===== src/rtl/core/first_fit_block_allocator_core_defines.svh =====
// assertion macros used by the allocator core
// each macro expects clk and rst_n in the scope where it is used
`ifndef FIRST_FIT_BLOCK_ALLOCATOR_CORE_DEFINES_SVH
`define FIRST_FIT_BLOCK_ALLOCATOR_CORE_DEFINES_SVH

`ifndef SYNTHESIS

// condition holds at every clock edge outside reset
`define FFBA_ASSERT(lbl, cond, msg) \
    lbl: assert property (@(posedge clk) disable iff (!rst_n) (cond)) else $error(msg);

// condition in one cycle implies a condition in the next
`define FFBA_ASSERT_NEXT(lbl, pre, post, msg) \
    lbl: assert property (@(posedge clk) disable iff (!rst_n) (pre) |=> (post)) \
        else $error(msg);

`else

`define FFBA_ASSERT(lbl, cond, msg)
`define FFBA_ASSERT_NEXT(lbl, pre, post, msg)

`endif

`endif


===== src/rtl/core/ffba_pkg.sv =====
`timescale 1ns / 1ps

package ffba_pkg;

    // field widths
    localparam int ADDR_W       = 20;
    localparam int SIZE_W       = 21;
    localparam int RND_W        = 22;

    // arena layout constants
    localparam int HEADER_BYTES = 12;
    localparam int ALIGN_BYTES  = 16;
    localparam int ARENA_MIN    = 64;
    localparam int ARENA_MAX    = 1048576;

    // one table entry
    typedef struct packed {
        logic [ADDR_W-1:0] start;
        logic [ADDR_W-1:0] payload;
        logic              is_free;
    } entry_t;

    localparam int ENTRY_W = $bits(entry_t);

    typedef enum logic [0:0] {
        CMD_ALLOC = 1'b0,
        CMD_FREE  = 1'b1
    } cmd_t;

    typedef enum logic [2:0] {
        ST_DONE    = 3'd0,
        ST_ZERO    = 3'd1,
        ST_NOFIT   = 3'd2,
        ST_UNKNOWN = 3'd3,
        ST_NULL    = 3'd4
    } status_t;

    typedef enum logic [3:0] {
        S_INIT,
        S_IDLE,
        S_SCAN,
        S_SHIFT,
        S_SPLIT,
        S_GRANT,
        S_COMPACT,
        S_CEND,
        S_RESP
    } state_t;

endpackage


===== src/rtl/core/first_fit_block_allocator_core.sv =====
`timescale 1ns / 1ps
// First-fit block allocator. The arena is kept as an address-ordered table of
// blocks in a single RAM (one read and one write per cycle). An allocate
// rounds its size up to 16 bytes and walks the table for the first free block
// that fits, splitting it when enough is left over; a free looks up the block
// by its payload offset and then rewrites the whole table once, merging runs
// of free blocks. Each request is one transaction in and one out; the block
// takes one request at a time. An allocate walks the table RAM up to the hit and,
// for a split, moves the entries above it up by one; a free walks the table once
// to find the block and once more to compact it. The result waits in an output
// register while the next request is taken. A write on the cfg port sets the
// arena size and resets the table, as reset does.

`include "first_fit_block_allocator_core_defines.svh"

module first_fit_block_allocator_core
    import ffba_pkg::*;
#(
    parameter int MAX_BLOCKS = 64
) (
    input  logic        clk,
    input  logic        rst_n,
    // request: tdata = request_bytes[20:0], payload_offset[40:21]
    input  logic        s_tvalid,
    output logic        s_tready,
    input  logic [47:0] s_tdata,
    // tuser = cmd[0]
    input  logic [0:0]  s_tuser,
    // result: tdata = granted_offset[19:0], free_total[40:20]
    output logic        m_tvalid,
    input  logic        m_tready,
    output logic [47:0] m_tdata,
    // tuser = status[2:0]
    output logic [2:0]  m_tuser,
    // arena size register
    input  logic        cfg_valid,
    output logic        cfg_ready,
    input  logic [20:0] cfg_data
);

    localparam int IDX_W = $clog2(MAX_BLOCKS);
    localparam int CNT_W = $clog2(MAX_BLOCKS + 1);

    // control registers
    state_t              state_reg, state_next;
    logic [SIZE_W-1:0]   arena_reg, arena_next;
    logic [CNT_W-1:0]    count_reg, count_next;
    logic [SIZE_W-1:0]   free_reg, free_next;
    logic [CNT_W-1:0]    a_reg, a_next;
    logic                pv_reg, pv_next;
    logic                cur_v_reg, cur_v_next;
    logic                m_tvalid_reg, m_tvalid_next;

    // payload registers
    cmd_t                cmd_reg, cmd_next;
    logic [RND_W-1:0]    size_reg, size_next;
    logic [ADDR_W-1:0]   off_reg, off_next;
    logic [CNT_W-1:0]    pi_reg, pi_next;
    logic [IDX_W-1:0]    k_reg, k_next;
    logic [IDX_W-1:0]    w_reg, w_next;
    entry_t              ent_reg, ent_next;
    entry_t              cur_reg, cur_next;
    logic                split_reg, split_next;
    status_t             res_status_reg, res_status_next;
    logic [ADDR_W-1:0]   res_grant_reg, res_grant_next;
    status_t             status_out_reg, status_out_next;
    logic [ADDR_W-1:0]   granted_out_reg, granted_out_next;
    logic [SIZE_W-1:0]   free_out_reg, free_out_next;

    // table ram port
    logic                ram_we;
    logic [IDX_W-1:0]    ram_waddr;
    entry_t              ram_wdata;
    logic [IDX_W-1:0]    ram_raddr;
    logic [ENTRY_W-1:0]  ram_rdata;
    entry_t              rd_entry;

    // decode helpers
    logic                s_acc;
    logic                cfg_acc;
    logic                out_load;
    cmd_t                in_cmd;
    logic [SIZE_W-1:0]   in_req;
    logic [ADDR_W-1:0]   in_off;
    logic [RND_W-1:0]    in_size;
    logic                size_ok;
    logic                off_ok;
    logic                hit;
    logic                walk_end;
    logic                walk_issue;
    logic                shift_issue;
    logic                split_now;
    logic [ADDR_W-1:0]   used;
    logic [SIZE_W-1:0]   cfg_clamped;
    entry_t              e_mark;

    ffba_ram #(
        .WIDTH (ENTRY_W),
        .DEPTH (MAX_BLOCKS)
    ) u_table (
        .clk   (clk),
        .we    (ram_we),
        .waddr (ram_waddr),
        .wdata (ram_wdata),
        .raddr (ram_raddr),
        .rdata (ram_rdata)
    );

    assign rd_entry = entry_t'(ram_rdata);

    // handshakes
    assign s_tready  = (state_reg == S_IDLE);
    assign cfg_ready = 1'b1;
    assign s_acc     = s_tvalid && s_tready;
    assign cfg_acc   = cfg_valid && cfg_ready;
    assign out_load  = !m_tvalid_reg || m_tready;

    assign in_cmd  = cmd_t'(s_tuser);
    assign in_req  = s_tdata[20:0];
    assign in_off  = s_tdata[40:21];
    assign in_size = ({1'b0, in_req} + RND_W'(ALIGN_BYTES - 1)) & ~RND_W'(ALIGN_BYTES - 1);

    // arena size clamped to its legal range
    always_comb
    begin
        cfg_clamped = cfg_data;
        if (cfg_data < SIZE_W'(ARENA_MIN))
        begin
            cfg_clamped = SIZE_W'(ARENA_MIN);
        end
        else if (cfg_data > SIZE_W'(ARENA_MAX))
        begin
            cfg_clamped = SIZE_W'(ARENA_MAX);
        end
    end

    // table walk compare unit
    assign size_ok    = {2'b00, rd_entry.payload} >= size_reg;
    assign off_ok     = ({1'b0, rd_entry.start} + SIZE_W'(HEADER_BYTES)) == {1'b0, off_reg};
    assign hit        = pv_reg && ((cmd_reg == CMD_ALLOC) ? (rd_entry.is_free && size_ok)
                                                          : off_ok);
    assign walk_end   = (a_reg == count_reg);
    assign walk_issue = (a_reg < count_reg);
    assign shift_issue = (a_reg > CNT_W'(k_reg));
    assign split_now  = ({2'b00, rd_entry.payload} > size_reg + RND_W'(2 * HEADER_BYTES))
                        && (count_reg < CNT_W'(MAX_BLOCKS));
    assign used       = size_reg[ADDR_W-1:0] + ADDR_W'(HEADER_BYTES);

    // entry read during compaction, with the freed block marked
    always_comb
    begin
        e_mark = rd_entry;
        if (pi_reg == CNT_W'(k_reg))
        begin
            e_mark.is_free = 1'b1;
        end
    end

    // next state
    always_comb
    begin
        state_next = state_reg;
        case (state_reg)
            S_INIT:
            begin
                state_next = S_IDLE;
            end
            S_IDLE:
            begin
                if (s_acc)
                begin
                    if ((in_cmd == CMD_ALLOC && in_req == '0)
                        || (in_cmd == CMD_FREE && in_off == '0))
                    begin
                        state_next = S_RESP;
                    end
                    else
                    begin
                        state_next = S_SCAN;
                    end
                end
            end
            S_SCAN:
            begin
                if (hit)
                begin
                    if (cmd_reg == CMD_ALLOC)
                    begin
                        state_next = split_now ? S_SHIFT : S_GRANT;
                    end
                    else
                    begin
                        state_next = S_COMPACT;
                    end
                end
                else if (walk_end)
                begin
                    state_next = S_RESP;
                end
            end
            S_SHIFT:
            begin
                if (!shift_issue && !pv_reg)
                begin
                    state_next = S_SPLIT;
                end
            end
            S_SPLIT:
            begin
                state_next = S_GRANT;
            end
            S_GRANT:
            begin
                state_next = S_RESP;
            end
            S_COMPACT:
            begin
                if (pv_reg && walk_end)
                begin
                    state_next = S_CEND;
                end
            end
            S_CEND:
            begin
                state_next = S_RESP;
            end
            S_RESP:
            begin
                if (out_load)
                begin
                    state_next = S_IDLE;
                end
            end
            default:
            begin
                state_next = S_INIT;
            end
        endcase
        if (cfg_acc)
        begin
            state_next = S_INIT;
        end
    end

    // datapath and table ram control
    always_comb
    begin
        arena_next       = arena_reg;
        count_next       = count_reg;
        free_next        = free_reg;
        a_next           = a_reg;
        pv_next          = 1'b0;
        pi_next          = a_reg;
        cur_v_next       = cur_v_reg;
        cmd_next         = cmd_reg;
        size_next        = size_reg;
        off_next         = off_reg;
        k_next           = k_reg;
        w_next           = w_reg;
        ent_next         = ent_reg;
        cur_next         = cur_reg;
        split_next       = split_reg;
        res_status_next  = res_status_reg;
        res_grant_next   = res_grant_reg;
        status_out_next  = status_out_reg;
        granted_out_next = granted_out_reg;
        free_out_next    = free_out_reg;
        m_tvalid_next    = m_tvalid_reg && !m_tready;
        ram_we           = 1'b0;
        ram_waddr        = '0;
        ram_wdata        = '0;
        ram_raddr        = a_reg[IDX_W-1:0];

        case (state_reg)
            S_INIT:
            begin
                ram_we            = 1'b1;
                ram_waddr         = '0;
                ram_wdata.start   = '0;
                ram_wdata.payload = ADDR_W'(arena_reg - SIZE_W'(HEADER_BYTES));
                ram_wdata.is_free = 1'b1;
                count_next        = CNT_W'(1);
                free_next         = arena_reg - SIZE_W'(HEADER_BYTES);
            end
            S_IDLE:
            begin
                if (s_acc)
                begin
                    cmd_next       = in_cmd;
                    size_next      = in_size;
                    off_next       = in_off;
                    a_next         = '0;
                    res_grant_next = '0;
                    res_status_next = (in_cmd == CMD_ALLOC) ? ST_ZERO : ST_NULL;
                end
            end
            S_SCAN:
            begin
                pv_next = walk_issue;
                a_next  = walk_issue ? a_reg + CNT_W'(1) : a_reg;
                if (hit)
                begin
                    pv_next    = 1'b0;
                    k_next     = pi_reg[IDX_W-1:0];
                    ent_next   = rd_entry;
                    split_next = split_now;
                    if (cmd_reg == CMD_ALLOC)
                    begin
                        a_next = count_reg - CNT_W'(1);
                    end
                    else
                    begin
                        a_next     = '0;
                        w_next     = '0;
                        cur_v_next = 1'b0;
                        if (!rd_entry.is_free)
                        begin
                            free_next = free_reg + {1'b0, rd_entry.payload};
                        end
                    end
                end
                else if (walk_end)
                begin
                    res_status_next = (cmd_reg == CMD_ALLOC) ? ST_NOFIT : ST_UNKNOWN;
                    res_grant_next  = '0;
                end
            end
            S_SHIFT:
            begin
                // move entries above the split point up by one, top first
                pv_next = shift_issue;
                a_next  = shift_issue ? a_reg - CNT_W'(1) : a_reg;
                if (pv_reg)
                begin
                    ram_we    = 1'b1;
                    ram_waddr = IDX_W'(pi_reg + CNT_W'(1));
                    ram_wdata = rd_entry;
                end
            end
            S_SPLIT:
            begin
                ram_we            = 1'b1;
                ram_waddr         = k_reg + IDX_W'(1);
                ram_wdata.start   = ent_reg.start + used;
                ram_wdata.payload = ent_reg.payload - used;
                ram_wdata.is_free = 1'b1;
            end
            S_GRANT:
            begin
                ram_we            = 1'b1;
                ram_waddr         = k_reg;
                ram_wdata.start   = ent_reg.start;
                ram_wdata.payload = split_reg ? size_reg[ADDR_W-1:0] : ent_reg.payload;
                ram_wdata.is_free = 1'b0;
                if (split_reg)
                begin
                    count_next = count_reg + CNT_W'(1);
                    free_next  = free_reg - {1'b0, used};
                end
                else
                begin
                    free_next = free_reg - {1'b0, ent_reg.payload};
                end
                res_status_next = ST_DONE;
                res_grant_next  = ent_reg.start + ADDR_W'(HEADER_BYTES);
            end
            S_COMPACT:
            begin
                // rewrite the table in place, folding runs of free blocks
                pv_next = walk_issue;
                a_next  = walk_issue ? a_reg + CNT_W'(1) : a_reg;
                if (pv_reg)
                begin
                    if (!cur_v_reg)
                    begin
                        cur_next   = e_mark;
                        cur_v_next = 1'b1;
                    end
                    else if (cur_reg.is_free && e_mark.is_free)
                    begin
                        cur_next.payload = cur_reg.payload + ADDR_W'(HEADER_BYTES)
                                           + e_mark.payload;
                        free_next        = free_reg + SIZE_W'(HEADER_BYTES);
                    end
                    else
                    begin
                        ram_we    = 1'b1;
                        ram_waddr = w_reg;
                        ram_wdata = cur_reg;
                        w_next    = w_reg + IDX_W'(1);
                        cur_next  = e_mark;
                    end
                end
            end
            S_CEND:
            begin
                ram_we          = 1'b1;
                ram_waddr       = w_reg;
                ram_wdata       = cur_reg;
                count_next      = CNT_W'(w_reg) + CNT_W'(1);
                res_status_next = ST_DONE;
                res_grant_next  = '0;
            end
            S_RESP:
            begin
                if (out_load)
                begin
                    status_out_next  = res_status_reg;
                    granted_out_next = res_grant_reg;
                    free_out_next    = free_reg;
                    m_tvalid_next    = 1'b1;
                end
            end
            default:
            begin
                pv_next = 1'b0;
            end
        endcase

        // new arena size: table totals follow at once
        if (cfg_acc)
        begin
            arena_next = cfg_clamped;
            count_next = CNT_W'(1);
            free_next  = cfg_clamped - SIZE_W'(HEADER_BYTES);
        end
    end

    // control registers
    always_ff @(posedge clk or negedge rst_n)
    begin
        if (!rst_n)
        begin
            state_reg    <= S_INIT;
            arena_reg    <= SIZE_W'(ARENA_MAX);
            count_reg    <= CNT_W'(1);
            free_reg     <= SIZE_W'(ARENA_MAX - HEADER_BYTES);
            a_reg        <= '0;
            pv_reg       <= 1'b0;
            cur_v_reg    <= 1'b0;
            m_tvalid_reg <= 1'b0;
        end
        else
        begin
            state_reg    <= state_next;
            arena_reg    <= arena_next;
            count_reg    <= count_next;
            free_reg     <= free_next;
            a_reg        <= a_next;
            pv_reg       <= pv_next;
            cur_v_reg    <= cur_v_next;
            m_tvalid_reg <= m_tvalid_next;
        end
    end

    // payload registers
    always_ff @(posedge clk)
    begin
        cmd_reg         <= cmd_next;
        size_reg        <= size_next;
        off_reg         <= off_next;
        pi_reg          <= pi_next;
        k_reg           <= k_next;
        w_reg           <= w_next;
        ent_reg         <= ent_next;
        cur_reg         <= cur_next;
        split_reg       <= split_next;
        res_status_reg  <= res_status_next;
        res_grant_reg   <= res_grant_next;
        status_out_reg  <= status_out_next;
        granted_out_reg <= granted_out_next;
        free_out_reg    <= free_out_next;
    end

    // outputs
    assign m_tvalid = m_tvalid_reg;
    assign m_tdata  = {7'b0, free_out_reg, granted_out_reg};
    assign m_tuser  = status_out_reg;

    // checks
    `FFBA_ASSERT(a_count_range, (count_reg != '0) && (count_reg <= CNT_W'(MAX_BLOCKS)), "block count out of range")
    `FFBA_ASSERT(a_free_le_arena, free_reg <= arena_reg, "free bytes exceed arena")
    `FFBA_ASSERT_NEXT(a_busy_after_accept, s_acc && !cfg_acc, !s_tready, "request taken while busy")
    `FFBA_ASSERT(a_grant_only_done, !m_tvalid_reg || status_out_reg == ST_DONE || granted_out_reg == '0, "offset reported on a rejected request")

endmodule


===== src/rtl/core/ffba_ram.sv =====
`timescale 1ns / 1ps

module ffba_ram #(
    parameter int WIDTH = 41,
    parameter int DEPTH = 64
) (
    input  logic                     clk,
    input  logic                     we,
    input  logic [$clog2(DEPTH)-1:0] waddr,
    input  logic [WIDTH-1:0]         wdata,
    input  logic [$clog2(DEPTH)-1:0] raddr,
    output logic [WIDTH-1:0]         rdata
);

    logic [WIDTH-1:0] mem [DEPTH];
    logic [WIDTH-1:0] rdata_reg;

    // one write port, one registered read port
    always_ff @(posedge clk)
    begin
        if (we)
        begin
            mem[waddr] <= wdata;
        end
        rdata_reg <= mem[raddr];
    end

    assign rdata = rdata_reg;

endmodule

===== config.mk =====
export PLATFORM = sky130hd
export DESIGN_NAME = first_fit_block_allocator_core
export DESIGN_NICKNAME = d
export VERILOG_FILES = /design/src/rtl/core/ffba_pkg.sv /design/src/rtl/core/first_fit_block_allocator_core.sv /design/src/rtl/core/ffba_ram.sv
export VERILOG_INCLUDE_DIRS = /design/src /design/src/rtl/core
export SDC_FILE = /design/constraint.sdc
export NUM_CORES = 2
export LEC_CHECK = 0
export BUFFER_PORTS_ARGS = -buffer_cell sky130_fd_sc_hd__buf_4
export CORE_MARGIN = 2
export CORE_UTILIZATION = 30
export CTS_BUF_LIST = sky130_fd_sc_hd__clkbuf_4
export DETAILED_ROUTE_END_ITERATION = 10
export GPL_TIMING_DRIVEN = 0
export SLEW_MARGIN = 25
export SYNTH_ARGS = -nofsm -noshare
export SYNTH_HDL_FRONTEND = slang
export SYNTH_SLANG_ARGS = --single-unit

===== constraint.sdc =====
create_clock -name clk -period 9 [get_ports clk]
set_clock_uncertainty 0.05 [all_clocks]
set_input_delay 0.45 -clock clk [delete_from_list [all_inputs] [get_ports clk]]
set_output_delay 0.45 -clock clk [all_outputs]
set_load 0.02 [all_outputs]

## Word-level counts from Yosys, hierarchy flattened

Memory sizes are Yosys's and may differ from the RTL's. A register that Yosys moved wholly into a read port is not among the register bits.
Cells that the tools add are included.
Widths: inputs -> output; s select.

| operators by class | value |
|---|---|
| $add $sub $neg | 23 |
| order comparisons | 7 |
| eq/ne operators | 33 |
| mux-type cells | 79 |
| bitwise operators | 1 |
| reduce and logical (&&, ||, !) cells | 40 |

Operators with widths:

| kind | number |
|---|---|
| $pmux 41 s6 | 1 |
| $mux 21 | 10 |
| $mux 41 | 5 |
| $mux 20 | 6 |
| $pmux 21 s4 | 1 |
| $pmux 20 s4 | 1 |
| $add 20x4->20 const B | 3 |
| $mux 6 | 9 |
| $mux 7 | 7 |
| $sub 21x20->21 | 2 |
| $sub 21x4->21 const B | 2 |
| $add 20x20->20 | 2 |
| $mux 4 | 8 |
| $pmux 4 s8 | 1 |
| $ne 3x3->1 const B | 10 |
| $pmux 6 s5 | 1 |
| $pmux 7 s4 | 1 |
| $add 21x4->22 const B | 1 |
| $add 22x5->22 const B | 1 |
| $ge 20x22->1 | 1 |
| $gt 20x22->1 | 1 |
| $add 20x4->21 const B | 1 |
| $add 21x20->21 | 1 |
| $add 21x4->21 const B | 1 |
| 47 further kinds | 106 |

| storage, ports and cells | value |
|---|---|
| bits in registers | 270 |
| RAM bits | 2624 |
| input port bits | 75 |
| output and inout port bits | 54 |
| memories | 1 |

Memories:

| memory | words | width | rd ports | clocked after memory_dff | write ports | line | text |
|---|---|---|---|---|---|---|---|
| u_table.mem | 64 | 41 | 1 | 1 | 1 | ffba_ram.sv:15 | `logic [WIDTH-1:0] mem [DEPTH];` |

## Depth between registers and ports, before layout

| depth | value |
|---|---|
| depth in word-level cells | 9 |
| depth in mapped cells | 16 |
| mapped depth without buffers | 14 |

## Modules after synthesis

Synthesis repeated with hierarchy kept, for this count alone.

| unflattened totals | value |
|---|---|
| cell total of the unflattened synthesis | 6563 |
| area total of the unflattened synthesis | 121440.2 um^2 |

Modules (own cells, without submodules):

| module | times used | cells an instance | area an instance (um^2) | sequential area each (um^2) |
|---|---|---|---|---|
| ffba_ram | 1 | 4245 | 100152.3 | 79616.4 |
| first_fit_block_allocator_core | 1 | 2318 | 21287.9 | 7746.2 |

## Worst setup path before layout

Ideal clock, no wire load.

| timing | value |
|---|---|
| kind | flip-flop to flip-flop |
| start | register size_reg[4] |
| end | memory u_table.mem[0][13] (data pin) |
| setup time | 1009 ps |
| arrival | 5817 ps |
| required time | 7941 ps |
| path slack | 2124 ps |
| stages on the path, launching flop included | 8 |
| path buffers | 0 |
| clock period less this slack | 6876 ps |
| cell sequence | edfxtp_1 > inv_1 > ha_1 > a21o_1 > a211oi_1 > o31ai_1 > and3_1 > o311ai_0 |

RTL lines:

| element | line | text |
|---|---|---|
| from (decl) | first_fit_block_allocator_core.sv:56 | `logic [RND_W-1:0] size_reg, size_next;` |
| from (signal assigned) | first_fit_block_allocator_core.sv:460 | `size_reg <= size_next;` |
| to (decl) | ffba_ram.sv:15 |  |

## Worst setup path after layout

| timing | value |
|---|---|
| start | register state_reg[2] |
| end | memory u_table.mem[36][30] (enable) |

| on the way | value |
|---|---|
| word-level cells in the longest chain between the ends | 5 |
| elaborated cells between the ends (all ways) | 11 |
| classes of those cells | 5 x eq/ne; 4 x mux; 2 x reduce/logical |

Ends and longest elaborated chain:

| element | line | text |
|---|---|---|
| from (decl) | first_fit_block_allocator_core.sv:45 | `state_t state_reg, state_next;` |
| from (signal assigned) | first_fit_block_allocator_core.sv:445 | `state_reg <= state_next;` |
| $eq 4x3->1 / $logic_not 4->1 (equally long branches) | first_fit_block_allocator_core.sv:274 | `case (state_reg)` |
| $reduce_or 4->1 (no source line) | -- |  |
| $pmux 1 s3 | first_fit_block_allocator_core.sv:274 |  |
| $mux 1 | ffba_ram.sv:21 | `if (we)` |
| $mux 1 (implied by the code) | ffba_ram.sv:23 | `mem[waddr] <= wdata;` |

Several ways; a longest one is shown, not always the timed one.

==> results.tsv <==
metric	value	unit
CP Buf/Inv Count	5	
Top Ports	129	
Post-Syn Area	0.122	mm2
vias	70100	
Rel. slew slack	22.4	%
startpoint types	flop	
CTS tree	built	
top-count cell post-synth	edfxtp_1	
synth warn	0	
Avg Cell Area, Syn	19.8	um2
Starting Density	30.1	%
Worst Path Max Fanout	22	
Max Cap Violations	0	
Yosys top cell by area	edfxtp_1	
final setup fails	0	
clock insertion delay at the later pin of the skew report	1.41	ns
drt wl/cell	27.9	um
Routed Antenna Nets	0	
Yosys reg bits	2935	
chip width	641	um
sequential fraction of the synthesis area	71.9	%
dpl hpwl	262	mm
vias in the first global route	70300	
final slew viol count	0	
synth top area cells	edfxtp_1 70%, mux4_2 16%, ha_1 1.9%	
pin count of the biggest net entering global routing	65	
top cell type's share of synthesized area	69.8	%
htree depth	6	
Worst Tran Pin Value	1.16	ns
total power	40.9	mW
largest delay contributor family on the critical path	simple AND/OR/NAND/NOR gates	
Multi-input gate area	0.0335	mm2
global route overflow	0	
placer congestion estimate	0.900	
# DRC	0	
row count	233	
RSZ-0062 raised after global routing	false	
worst endpoint required time	9.97	ns
first-pass GRT wire length	523	mm
DIE AREA	0.410	mm2
arrival time worst endpoint	6.89	ns
cell area after layout	0.146	mm2
status	completed	
Synth Instances	6148	
post-cts hold buffer count	157	
Die H	641	um
PD cells	280	mW/mm2
setup TNS	0	ns
fill cell count	37200	
Pleak	47.2	nW
async set-or-reset flop fraction in the synthesized netlist	2.15	%
final period utilization	65.9	%
Reg area	0.0874	mm2
clk buf depth	4	
Reg clk slew, reported paths	0.07	ns
Root Driver	clkbuf_4	
crit path max-delay cell type	nor2_4	
flip-flop count of the largest register, all copies and words added	2624	
Layout Nets	7665	
Setup Fix Bufs, Post-CTS	0	
min Tclk post-route	5.93	ns
Iter 0 DRT Violations	8579	
number of buffers created by CTS	727	
crit-path cells	buf_2 -> nor2b_1 -> buf_2 -> nand3b_1 -> nor2_4 -> nand2_1 -> o21ai_4 -> a222oi_1 -> clkbuf_1 -> nand3b_1 -> nor2_4 -> buf_16 -> buf_16	
highest cell delay on the worst timing path	0.91	ns
Via-to-Cell Ratio	5.24	
initial antenna violation count	41	
Core Area	0.403	mm2
layout cells sized above 1	33.0	%
Max IR drop VDD	0.130	mV
worst hold path type	input pin to flop	
WL final	373	mm
CTS resizes	0	
Max Clock Freq	169	MHz
CTS Sinks	2935	
Synth cell types	92	
Total Routing Usage GR	17.8	%
Hold Fails Final Rpt	0	
Top FF cell, synth	edfxtp_1	
Post-synth EDFFs	2824	
endpoint class of the critical path	flop	
non-filler cells, final	13400	
IO buf count	112	
DP Cell Count	11900	
DRT Pass-1 Iters	7	
dpl cell area	0.136	mm2
area grow syn2layout	20.2	%
Post-synth top cells	2824 x edfxtp_1, 858 x mux4_2, 239 x nor2_1	
WS Path Type	flop to flop	
==> cell type report <==
| class | count | area share, % |
|---|---|---|
| sequential | 2935 | 59.8 |
| multi-input combinational | 2812 | 22.9 |
| timing repair buffer | 521 | 5.35 |
| clock buffer | 1028 | 5.28 |
| tap | 5405 | 4.63 |
| clock inverter | 241 | 0.849 |
| buffer | 283 | 0.848 |
| inverter | 124 | 0.319 |
| antenna | 14 | 0.0240 |
==> cell usage in the layout (no fill, tap or decap), types with 135 or more instances in the layout <==
| cell type | count |
|---|---|
| a21oi_1 | 135 |
| buf_4 | 141 |
| clkbuf_4 | 1028 |
| clkinv_1 | 169 |
| dlygate4sd3_1 | 156 |
| edfxtp_1 | 2824 |
| ha_1 | 183 |
| mux4_2 | 858 |
| nand2_1 | 203 |
| nor2_1 | 174 |
| o21ai_0 | 147 |
==> worst min-delay path, delay by kind of cell <==
kind / cells / cell delay [ns]
AO/OA/AOI/OAI: 2 / 0.29
buffers and inverters: 2 / 0.68
==> worst paths after layout <==
kind | slack, ns | cells after the start | from | to
setup / recovery | 3.07 | 13 | state_reg[2] | u_table.mem[36][30]
hold / removal | 0.15 | 4 | cfg_data[6] | arena_reg[6]
setup reg to reg | 3.07 | 13 | state_reg[2] | u_table.mem[36][30]
hold reg to reg | 0.36 | 0 | res_status_reg[0] | m_tuser[0]
max in group asynchronous | 8.14 | 4 | rst_n | state_reg[0]
min in group asynchronous | 0.38 | 3 | rst_n | arena_reg[20]
==> through the flow <==
step	utilization, %	hold slack, ns	worst slack, ns
after floorplan	-	0.104	2.12
after global placement	32.0	0.360	-5.70
after CTS	36.2	0.0216	3.20
final	36.2	0.149	3.07
after detailed placement	33.6	0.363	3.14
after global routing	36.2	0.111	3.00
==> cell families after synthesis <==
logic type                 share of synthesized area, %
muxes                                              16.2
DFF                                                71.9
xor gates and xnor gates                           1.54
adders and majority gates                          1.93
and+or+nand+nor                                    3.39
buffers and inverters                              1.31
AOI/OAI and AO/OA                                  3.71
other                                           0.00618
==> report_power, final <==
group | internal, mW | total (mW) | switching (mW) | leakage, nW
clock | 5.49 | 10.9 | 5.43 | 5.29
sequential | 16.4 | 17.2 | 0.828 | 27.2
combinational | 5.06 | 12.8 | 7.69 | 14.7
==> per-layer routing <==
metal  vias to the layer above  routed length (um)  track usage, %
met5                         -                 117               0
met1                     36800              151000            24.0
li1                      28800                   -               -
met2                      3834              176000            28.6
met4                        18               10700            5.65
met3                       654               35400            3.97
No activity file was read; power rests on OpenSTA's default activity.
